<file path="config.mk">
export PLATFORM = sky130hd
export DESIGN_NAME = servo_bus_packet_framer_core
export DESIGN_NICKNAME = d
export VERILOG_FILES = /design/src/rtl/core/sbpf_pkg.sv /design/src/rtl/core/sbpf_front.sv /design/src/rtl/core/sbpf_queue.sv /design/src/rtl/core/sbpf_back.sv /design/src/rtl/core/servo_bus_packet_framer_core.sv
export SDC_FILE = /design/constraint.sdc
export NUM_CORES = 1
export LEC_CHECK = 0
export ABC_AREA = 1
export CORE_MARGIN = 4
export CORE_UTILIZATION = 42
export CTS_CLUSTER_SIZE = 14
export DETAILED_ROUTE_END_ITERATION = 12
export DONT_BUFFER_PORTS = 1
export SETUP_SLACK_MARGIN = 0.15
export SYNTH_ARGS = -nofsm -noshare
export SYNTH_HDL_FRONTEND = slang
export SYNTH_SLANG_ARGS = --single-unit
export TNS_END_PERCENT = 1
</file>
<file path="constraint.sdc">
create_clock -name clk_i -period 5.7 [get_ports clk_i]
set_input_delay 1.425 -clock clk_i [delete_from_list [all_inputs] [get_ports clk_i]]
set_output_delay 1.425 -clock clk_i [all_outputs]
set_load 0.005 [all_outputs]
</file>
<file path="src/rtl/core/sbpf_pkg.sv">
package sbpf_pkg;

  // action codes on the slave side
  localparam logic [2:0] ACT_PING       = 3'd0;
  localparam logic [2:0] ACT_READ       = 3'd1;
  localparam logic [2:0] ACT_WRITE      = 3'd2;
  localparam logic [2:0] ACT_SYNC_WRITE = 3'd3;
  localparam logic [2:0] ACT_SYNC_READ  = 3'd4;

  // kind of the sync packet currently open
  localparam logic [1:0] KIND_NONE       = 2'd0;
  localparam logic [1:0] KIND_SYNC_WRITE = 2'd1;
  localparam logic [1:0] KIND_SYNC_READ  = 2'd2;

  // packet bytes
  localparam logic [7:0] HDR_SYNC0     = 8'hFF;
  localparam logic [7:0] HDR_SYNC1     = 8'hFD;
  localparam logic [7:0] HDR_RSVD      = 8'h00;
  localparam logic [7:0] ID_BROADCAST  = 8'hFE;
  localparam logic [7:0] INS_PING      = 8'h01;
  localparam logic [7:0] INS_READ      = 8'h02;
  localparam logic [7:0] INS_WRITE     = 8'h03;
  localparam logic [7:0] INS_SYNC_READ = 8'h82;
  localparam logic [7:0] INS_SYNC_WR   = 8'h83;
  localparam logic [7:0] ADDR_GOAL_POS = 8'd116;
  localparam logic [7:0] ADDR_PRES_POS = 8'd132;
  localparam logic [7:0] RW_SIZE       = 8'h02;
  localparam logic [7:0] SYNC_SIZE     = 8'h04;
  localparam logic [15:0] CRC_POLY     = 16'h8005;

  localparam logic [3:0] JOINT_RESET = 4'd5;
  localparam int unsigned BODY_MAX   = 9;
  localparam int unsigned QDEPTH     = 2;
  localparam int unsigned QPTR_W     = 1;

  // one classified request handed from front to back
  typedef struct packed {
    logic                          reject;
    logic                          hdr;
    logic                          close;
    logic [7:0]                    id;
    logic [15:0]                   len;
    logic [7:0]                    instr;
    logic [3:0]                    nbody;
    logic [BODY_MAX-1:0][7:0]      body;
  } cmd_t;

  // queue status seen by the top level
  typedef struct packed {
    logic full;
    logic empty;
  } qstat_t;

  // crc-16, poly 0x8005, msb first, one byte
  function automatic logic [15:0] crc_upd(logic [15:0] crc, logic [7:0] b);
    logic [15:0] c;
    c = crc ^ {b, 8'h00};
    for (int i = 0; i < 8; i++) begin
      if (c[15]) begin
        c = {c[14:0], 1'b0} ^ CRC_POLY;
      end else begin
        c = {c[14:0], 1'b0};
      end
    end
    return c;
  endfunction

endpackage

</file>
<file path="src/rtl/core/sbpf_front.sv">
module sbpf_front #(
  parameter int unsigned MAX_JOINTS = 8
) (
  input  logic              clk_i,
  input  logic              rst_ni,
  input  logic              cfg_we_i,
  input  logic [3:0]        cfg_wdata_i,
  input  logic              in_valid_i,
  output logic              in_ready_o,
  input  logic [2:0]        action_i,
  input  logic [7:0]        servo_id_i,
  input  logic [15:0]       reg_address_i,
  input  logic [31:0]       data_value_i,
  input  logic              q_full_i,
  output logic              push_o,
  output sbpf_pkg::cmd_t    push_data_o
);
  import sbpf_pkg::*;

  localparam logic [4:0] MaxJ = 5'(MAX_JOINTS);

  logic [3:0] joint_count_q;
  logic [1:0] open_q, open_d;
  logic [3:0] cnt_q, cnt_d;
  logic [4:0] n_eff;
  logic [1:0] kind;
  logic       accept;
  logic       known;
  logic       foreign;
  logic       fresh;
  logic [3:0] cnt_cur;
  logic       closes;
  cmd_t       cmd;

  // joint count register
  always_ff @(posedge clk_i or negedge rst_ni) begin
    if (!rst_ni) begin
      joint_count_q <= JOINT_RESET;
    end else if (cfg_we_i) begin
      joint_count_q <= cfg_wdata_i;
    end
  end

  // effective joint count, clamped to 1..MAX_JOINTS
  always_comb begin
    if (joint_count_q == 4'd0) begin
      n_eff = 5'd1;
    end else if ({1'b0, joint_count_q} > MaxJ) begin
      n_eff = MaxJ;
    end else begin
      n_eff = {1'b0, joint_count_q};
    end
  end

  assign in_ready_o = !q_full_i;
  assign accept     = in_valid_i && in_ready_o;
  assign known      = (action_i <= ACT_SYNC_READ);
  assign kind       = (action_i == ACT_SYNC_WRITE) ? KIND_SYNC_WRITE :
                      (action_i == ACT_SYNC_READ)  ? KIND_SYNC_READ  : KIND_NONE;
  assign foreign    = (open_q != KIND_NONE) && (kind != open_q);
  assign fresh      = (open_q == KIND_NONE);
  assign cnt_cur    = fresh ? 4'd0 : cnt_q;
  assign closes     = ({1'b0, cnt_cur} + 5'd1) >= n_eff;

  // classify the request into a byte plan
  always_comb begin
    cmd        = '0;
    open_d     = open_q;
    cnt_d      = cnt_q;
    cmd.id     = servo_id_i;
    if (foreign) begin
      cmd.reject = 1'b1;
    end else begin
      case (action_i)
        ACT_PING: begin
          cmd.hdr   = 1'b1;
          cmd.close = 1'b1;
          cmd.len   = 16'd3;
          cmd.instr = INS_PING;
        end
        ACT_READ: begin
          cmd.hdr     = 1'b1;
          cmd.close   = 1'b1;
          cmd.len     = 16'd7;
          cmd.instr   = INS_READ;
          cmd.nbody   = 4'd4;
          cmd.body[0] = reg_address_i[7:0];
          cmd.body[1] = reg_address_i[15:8];
          cmd.body[2] = RW_SIZE;
          cmd.body[3] = 8'h00;
        end
        ACT_WRITE: begin
          cmd.hdr     = 1'b1;
          cmd.close   = 1'b1;
          cmd.len     = 16'd7;
          cmd.instr   = INS_WRITE;
          cmd.nbody   = 4'd4;
          cmd.body[0] = reg_address_i[7:0];
          cmd.body[1] = reg_address_i[15:8];
          cmd.body[2] = data_value_i[7:0];
          cmd.body[3] = data_value_i[15:8];
        end
        ACT_SYNC_WRITE, ACT_SYNC_READ: begin
          cmd.close = closes;
          if (fresh) begin
            cmd.hdr   = 1'b1;
            cmd.id    = ID_BROADCAST;
            if (kind == KIND_SYNC_WRITE) begin
              cmd.len     = 16'({n_eff, 2'b00}) + 16'(n_eff) + 16'd7;
              cmd.instr   = INS_SYNC_WR;
              cmd.body[0] = ADDR_GOAL_POS;
              cmd.nbody   = 4'd9;
            end else begin
              cmd.len     = 16'(n_eff) + 16'd7;
              cmd.instr   = INS_SYNC_READ;
              cmd.body[0] = ADDR_PRES_POS;
              cmd.nbody   = 4'd5;
            end
            cmd.body[1] = 8'h00;
            cmd.body[2] = SYNC_SIZE;
            cmd.body[3] = 8'h00;
            cmd.body[4] = servo_id_i;
            cmd.body[5] = data_value_i[7:0];
            cmd.body[6] = data_value_i[15:8];
            cmd.body[7] = data_value_i[23:16];
            cmd.body[8] = data_value_i[31:24];
          end else begin
            cmd.nbody   = (kind == KIND_SYNC_WRITE) ? 4'd5 : 4'd1;
            cmd.body[0] = servo_id_i;
            cmd.body[1] = data_value_i[7:0];
            cmd.body[2] = data_value_i[15:8];
            cmd.body[3] = data_value_i[23:16];
            cmd.body[4] = data_value_i[31:24];
          end
          if (closes) begin
            open_d = KIND_NONE;
            cnt_d  = 4'd0;
          end else begin
            open_d = kind;
            cnt_d  = cnt_cur + 4'd1;
          end
        end
        default: begin
          cmd = '0;
        end
      endcase
    end
  end

  assign push_o      = accept && known;
  assign push_data_o = cmd;

  // open sync packet tracking
  always_ff @(posedge clk_i or negedge rst_ni) begin
    if (!rst_ni) begin
      open_q <= KIND_NONE;
      cnt_q  <= 4'd0;
    end else if (push_o) begin
      open_q <= open_d;
      cnt_q  <= cnt_d;
    end
  end

endmodule

</file>
<file path="src/rtl/core/sbpf_queue.sv">
module sbpf_queue (
  input  logic              clk_i,
  input  logic              rst_ni,
  input  logic              push_i,
  input  sbpf_pkg::cmd_t    push_data_i,
  input  logic              pop_i,
  output sbpf_pkg::cmd_t    head_o,
  output sbpf_pkg::qstat_t  stat_o
);
  import sbpf_pkg::*;

  localparam logic [QPTR_W-1:0] PtrLast = QPTR_W'(QDEPTH - 1);

  cmd_t              mem_q [QDEPTH];
  logic [QPTR_W-1:0] wr_q, rd_q;
  logic [QPTR_W:0]   cnt_q;
  logic              do_push, do_pop;

  assign stat_o.full  = (cnt_q == (QPTR_W+1)'(QDEPTH));
  assign stat_o.empty = (cnt_q == '0);
  assign do_push      = push_i && !stat_o.full;
  assign do_pop       = pop_i && !stat_o.empty;
  assign head_o       = mem_q[rd_q];

  // storage
  always_ff @(posedge clk_i) begin
    if (do_push) begin
      mem_q[wr_q] <= push_data_i;
    end
  end

  // pointers and fill count
  always_ff @(posedge clk_i or negedge rst_ni) begin
    if (!rst_ni) begin
      wr_q  <= '0;
      rd_q  <= '0;
      cnt_q <= '0;
    end else begin
      if (do_push) begin
        wr_q <= (wr_q == PtrLast) ? '0 : wr_q + 1'b1;
      end
      if (do_pop) begin
        rd_q <= (rd_q == PtrLast) ? '0 : rd_q + 1'b1;
      end
      if (do_push && !do_pop) begin
        cnt_q <= cnt_q + 1'b1;
      end else if (do_pop && !do_push) begin
        cnt_q <= cnt_q - 1'b1;
      end
    end
  end

endmodule

</file>
<file path="src/rtl/core/sbpf_back.sv">
module sbpf_back (
  input  logic              clk_i,
  input  logic              rst_ni,
  input  sbpf_pkg::cmd_t    head_i,
  input  logic              empty_i,
  output logic              pop_o,
  output logic              out_valid_o,
  input  logic              out_ready_i,
  output logic [7:0]        out_byte_o,
  output logic              out_last_o,
  output logic              out_rej_o
);
  import sbpf_pkg::*;

  logic [4:0]  step_q;
  logic [4:0]  total;
  logic        last;
  logic        adv;
  logic [15:0] crc_q, crc_base;
  logic        valid_q;
  logic [7:0]  byte_q;
  logic        last_q, rej_q;
  logic [7:0]  cur_byte;
  logic        is_crc, crc_hi;
  logic [4:0]  j5;
  logic [3:0]  j;

  // byte count of the current request
  assign total = head_i.reject ? 5'd1 :
                 ({1'b0, head_i.hdr, 3'b000} + {1'b0, head_i.nbody} +
                  {3'b000, head_i.close, 1'b0});
  assign last  = (step_q == total - 5'd1);
  assign adv   = !empty_i && (!valid_q || out_ready_i);
  assign pop_o = adv && last;

  assign j5 = step_q - {1'b0, head_i.hdr, 3'b000};
  assign j  = j5[3:0];

  // byte select for the current step
  always_comb begin
    cur_byte = 8'h00;
    is_crc   = 1'b0;
    crc_hi   = 1'b0;
    if (head_i.hdr && step_q < 5'd8) begin
      case (step_q[2:0])
        3'd0:    cur_byte = HDR_SYNC0;
        3'd1:    cur_byte = HDR_SYNC0;
        3'd2:    cur_byte = HDR_SYNC1;
        3'd3:    cur_byte = HDR_RSVD;
        3'd4:    cur_byte = head_i.id;
        3'd5:    cur_byte = head_i.len[7:0];
        3'd6:    cur_byte = head_i.len[15:8];
        3'd7:    cur_byte = head_i.instr;
        default: cur_byte = 8'h00;
      endcase
    end else if (j < head_i.nbody) begin
      cur_byte = head_i.body[j];
    end else begin
      is_crc   = 1'b1;
      crc_hi   = (j != head_i.nbody);
      cur_byte = crc_hi ? crc_q[15:8] : crc_q[7:0];
    end
  end

  assign crc_base = (head_i.hdr && step_q == 5'd0) ? 16'h0000 : crc_q;

  // step counter and running crc
  always_ff @(posedge clk_i or negedge rst_ni) begin
    if (!rst_ni) begin
      step_q <= 5'd0;
      crc_q  <= 16'h0000;
    end else if (adv) begin
      step_q <= last ? 5'd0 : step_q + 5'd1;
      if (!head_i.reject) begin
        if (!is_crc) begin
          crc_q <= crc_upd(crc_base, cur_byte);
        end else if (crc_hi) begin
          crc_q <= 16'h0000;
        end
      end
    end
  end

  // output register
  always_ff @(posedge clk_i or negedge rst_ni) begin
    if (!rst_ni) begin
      valid_q <= 1'b0;
    end else if (adv) begin
      valid_q <= 1'b1;
    end else if (out_ready_i) begin
      valid_q <= 1'b0;
    end
  end

  always_ff @(posedge clk_i) begin
    if (adv) begin
      byte_q <= head_i.reject ? 8'h00 : cur_byte;
      last_q <= !head_i.reject && is_crc && crc_hi;
      rej_q  <= head_i.reject;
    end
  end

  assign out_valid_o = valid_q;
  assign out_byte_o  = byte_q;
  assign out_last_o  = last_q;
  assign out_rej_o   = rej_q;

endmodule

</file>
<file path="src/rtl/core/servo_bus_packet_framer_core.sv">
// the first byte of a request passes through the request queue and the output byte register to the master side
// throughput: one packet byte per cycle unless m_axis_tready stalls the output register; a request
// is 1 to 19 bytes of the byte sequencer (header 8, body up to 9, crc 2)
// the front takes a request every cycle while the two-entry request queue has room
// reset: asynchronous, active low; no sync packet open, crc zero, joint_count 5
module servo_bus_packet_framer_core #(
  parameter int unsigned MAX_JOINTS = 8
) (
  input  logic        clk_i,
  input  logic        rst_ni,
  input  logic        cfg_we_i,
  input  logic [3:0]  cfg_wdata_i,
  input  logic        s_axis_tvalid,
  output logic        s_axis_tready,
  // [7:0] servo_id, [23:8] reg_address, [55:24] data_value
  input  logic [55:0] s_axis_tdata,
  // [2:0] action
  input  logic [2:0]  s_axis_tuser,
  output logic        m_axis_tvalid,
  input  logic        m_axis_tready,
  // [7:0] tx_byte
  output logic [7:0]  m_axis_tdata,
  output logic        m_axis_tlast,
  // [0] rejected
  output logic        m_axis_tuser
);
  import sbpf_pkg::*;

  logic   push, pop;
  cmd_t   push_data, head;
  qstat_t q_stat;

  // front: accept and classify requests
  sbpf_front #(
    .MAX_JOINTS(MAX_JOINTS)
  ) u_front (
    .clk_i        (clk_i),
    .rst_ni       (rst_ni),
    .cfg_we_i     (cfg_we_i),
    .cfg_wdata_i  (cfg_wdata_i),
    .in_valid_i   (s_axis_tvalid),
    .in_ready_o   (s_axis_tready),
    .action_i     (s_axis_tuser),
    .servo_id_i   (s_axis_tdata[7:0]),
    .reg_address_i(s_axis_tdata[23:8]),
    .data_value_i (s_axis_tdata[55:24]),
    .q_full_i     (q_stat.full),
    .push_o       (push),
    .push_data_o  (push_data)
  );

  // request queue
  sbpf_queue u_queue (
    .clk_i      (clk_i),
    .rst_ni     (rst_ni),
    .push_i     (push),
    .push_data_i(push_data),
    .pop_i      (pop),
    .head_o     (head),
    .stat_o     (q_stat)
  );

  // back: byte sequencer with crc
  sbpf_back u_back (
    .clk_i      (clk_i),
    .rst_ni     (rst_ni),
    .head_i     (head),
    .empty_i    (q_stat.empty),
    .pop_o      (pop),
    .out_valid_o(m_axis_tvalid),
    .out_ready_i(m_axis_tready),
    .out_byte_o (m_axis_tdata),
    .out_last_o (m_axis_tlast),
    .out_rej_o  (m_axis_tuser)
  );

`ifndef SYNTHESIS
  // a rejection carries no byte and never ends a packet
  assert property (@(posedge clk_i) disable iff (!rst_ni)
    m_axis_tvalid && m_axis_tuser |-> (m_axis_tdata == 8'h00) && !m_axis_tlast)
    else $error("rejection result carries packet data");

  // undefined action codes leave the queue untouched
  assert property (@(posedge clk_i) disable iff (!rst_ni)
    s_axis_tvalid && s_axis_tready && (s_axis_tuser > ACT_SYNC_READ) && !pop
      |=> $stable(q_stat))
    else $error("undefined action entered the request queue");

  // the queue is never popped while empty
  assert property (@(posedge clk_i) disable iff (!rst_ni)
    pop |-> !q_stat.empty)
    else $error("pop from empty request queue");
`endif

endmodule
</file>
==> flow_summary.ini <==
[outcome]
outcome = completed

[job]
cap_violations = 0

[cts]
clk_pin_slew_ps = 60
cts_tree = yes
cts_root_buffer = clkbuf_16
cts_buffers = 26
cts_setup_buffers = 0
cts_sinks = 240
worstSkewPairLatency_ps = 560
cts_buffer_depth = 3
cts.repair.resized = 0
htree_levels = 1
holdBufCountCts = 0

[placed_design]
place_congestion = 0.870
hpwl_microns = 21500
placed_cell_area_sq_um = 12300
io_buffers = 0

[synthesis]
yosysWarnings = 0
ys_types = 50
synth-seq-cells = 240
syn_avg_cell_area_sq_um = 9.73
synthesis.area_sq_um = 11900
syn_inst = 1224
seq_area_frac_synth_pct = 59.0

[floorplanning]
rows = 61
pin_count = 80
die_h_microns = 176
start_util_pct = 42.8
die_area_sq_um = 31100
die_w_microns = 176
core_area_sq_um = 27900

[timing]
maxSlewHeadroom_pct = 37.3
period_minus_slack_ps = 4090
tightestPinTransition_ps = 940
rsz0062_at_grt = false
clock_skew_ps = 38.4
finalCritPeriodShare_pct = 71.7
setup_viol = 0
finalHoldViolations = 0
drv_slew = 0
finalSetupTns_ps = 0
max_freq_mhz = 245

[cells_and_area]
fill_cells = 2613
fin_util_pct = 47.3
drive_above_1_share_pct = 9.10
finalNetCount = 1309
fin_area_sq_um = 13200
area_delta_synth_final_pct = 10.6

[routing]
post_drt_wl_per_cell_microns = 20.2
first_pass_iters = 5
vias = 8979
viasPerCell = 5.54
antenna_left = 0
wirelength_microns = 32700
drt_iter0_drc = 852
route.detailed.drc = 0

[power_and_ir_drop]
seqPwrFrac_pct = 28.7
p_leak_nw = 5.19
p_clk_share_pct = 19.0
p_sw_share_pct = 46.5
p_int_w = 0.00489
share_comb_of_total_power_pct = 52.2
powerDensity_nw_per_um2 = 693
p_sw_w = 0.00425
ir_drop_v = 0.000373

[worst_setup_path]
crit_required_ps = 6120
worstSetupPathType = reg -> reg
critPathArrivalTime_ps = 4510
path_max_fanout = 60
worst_setup_path_end_kind = flop
critPathLaunchType = flop

[grt]
track_usage_pct = 20.9
antenna_found_initial = 2
overflow = 0
grt_max_degree = 99
grt_pass1_wl_microns = 50000
grt_pass1_vias = 8686

[min_path]
hold_class = reg -> reg
-- worst max-delay path, stage by stage, from the launching register on --
cell and delay (ps):
dfrtp_2 400, buf_4 560, o21ai_0 300, ha_1 370, nand2_1 50, inv_1 90, nand2_1 60, nand2_1 130
nand2_2 120, inv_2 100, nand2_1 140, nand2_1 140, inv_2 50, a21oi_1 190, nand2_1 160, xnor2_2 250
nand3_2 130, nand2_1 140, nand2_1 60, nand2_1 110, nand2_1 70, nand3_1 100, nand3_1 90, nand3_1 90
nand2_1 50
-- cells in the mapped netlist (all sizes together) --
library cell,instances,area share [%]
nand2,256,8.7
edfxtp,204,51
nor2,182,5.9
nand3,127,5.8
inv,107,3.4
o21ai,104,4.4
dfrtp,34,7.1
o22ai,33,1.7
a21oi,28,1.2
buf,28,1.7
clkbuf,19,0.60
ha,19,2.0
xor2,14,1.1
o211ai,10,0.63
o31ai,10,0.63
o221ai,8,0.64
o32ai,7,0.51
xnor2,7,0.58
or2,5,0.26
a31oi,3,0.16
clkinv,3,0.095
mux2i,3,0.25
a32o,2,0.17
dfstp,2,0.44
nand4,2,0.10
nor3,2,0.18
a211oi,1,0.063
a21boi,1,0.063
conb,1,0.031
nor3b,1,0.063
o21a,1,0.063
-- per-stage QoR --
step	hold slack [ps]	total power [W]	setup WS, ps	std cells
final	492	0.00913	1610	1621
after global placement	477	0.00731	1680	1572
after detailed placement	479	0.00739	1630	1572
after global routing	522	0.00983	1180	1620
after floorplan	449	0.00622	-899	1225
after CTS	499	0.00913	1630	1620
-- sequential cells by signal (all words and copies together), names as in the netlist --
signal and cells:
u_back.crc_q 16, u_back.out_byte_o 8, u_back.out_last_o 1, u_back.out_rej_o 1, u_back.out_valid_o 1, u_back.step_q 5, u_front.cnt_q 4, u_front.joint_count_q 4
u_front.open_q 2, u_queue.cnt_q 2, u_queue.mem_q 194, u_queue.rd_q 1, u_queue.wr_q 1
-- worst paths after layout --
| kind | start | end | slack [ps] | cells past startpoint |
|---|---|---|---|---|
| hold reg to reg | u_queue.cnt_q[0] | u_queue.cnt_q[0] | 490 | 1 |
| setup reg to reg | u_queue.rd_q | u_back.crc_q[15] | 1610 | 24 |
| min in group asynchronous | rst_ni | u_front.cnt_q[0] | 560 | 0 |
| hold / removal | u_queue.cnt_q[0] | u_queue.cnt_q[0] | 490 | 1 |
| max in group asynchronous | rst_ni | u_front.joint_count_q[2] | 4950 | 0 |
| setup / recovery | u_queue.rd_q | u_back.crc_q[15] | 1610 | 24 |
-- layout by cell type, fill, tap and decap left out, drive strengths merged, types with 8 or more instances in the layout --
master and n:
a21oi 28, buf 16, clkbuf 31, clkinv 15, dfrtp 34, edfxtp 204, ha 19, inv 107
nand2 256, nand3 127, nor2 182, o211ai 10, o21ai 104, o221ai 8, o22ai 33, o31ai 10
xor2 14
-- per-layer routing --
metal  wire length, microns  global-route usage, %  vias to the layer above
met5                     13                      0                        -
li1                       -                      -                     4226
met3                   2510                   3.55                       68
met2                  15500                   34.6                      380
met4                   1080                   6.64                        2
met1                  13600                   28.3                     4303
-- cells by family after synthesis --
kind of cell,after synthesis,share of synthesized area [%]
multiplexers,3,0.252
other,1,0.0315
XOR/XNOR,21,1.67
adder cells (fa/ha/maj),19,2.00
AO/OA/AOI/OAI,208,10.3
buffers and inverters,157,5.79
AND/OR/NAND/NOR,575,21.0
flip-flops,240,59.0
-- power by group through the flow --
stage          clock (W)  sequential [W]  combinational [W]
2_1_floorplan          0         0.00262            0.00360
3_3_place_gp           0         0.00265            0.00466
3_5_place_dp           0         0.00265            0.00474
4_1_cts          0.00176         0.00262            0.00475
5_1_grt          0.00184         0.00266            0.00533
6_report         0.00174         0.00262            0.00477
-- layout make-up --
class | count | area, sq um | area share [%]
flip-flops and latches | 240 | 7030 | 53.4
multi-input cells | 828 | 4220 | 32.0
clock inverters | 17 | 213 | 1.61
diodes | 1 | 2.50 | 0.0190
inverters | 110 | 420 | 3.19
well taps | 378 | 473 | 3.59
clock buffers | 31 | 669 | 5.08
repair buffers | 16 | 145 | 1.10
Note: power is estimated with default switching activity, not from simulation.
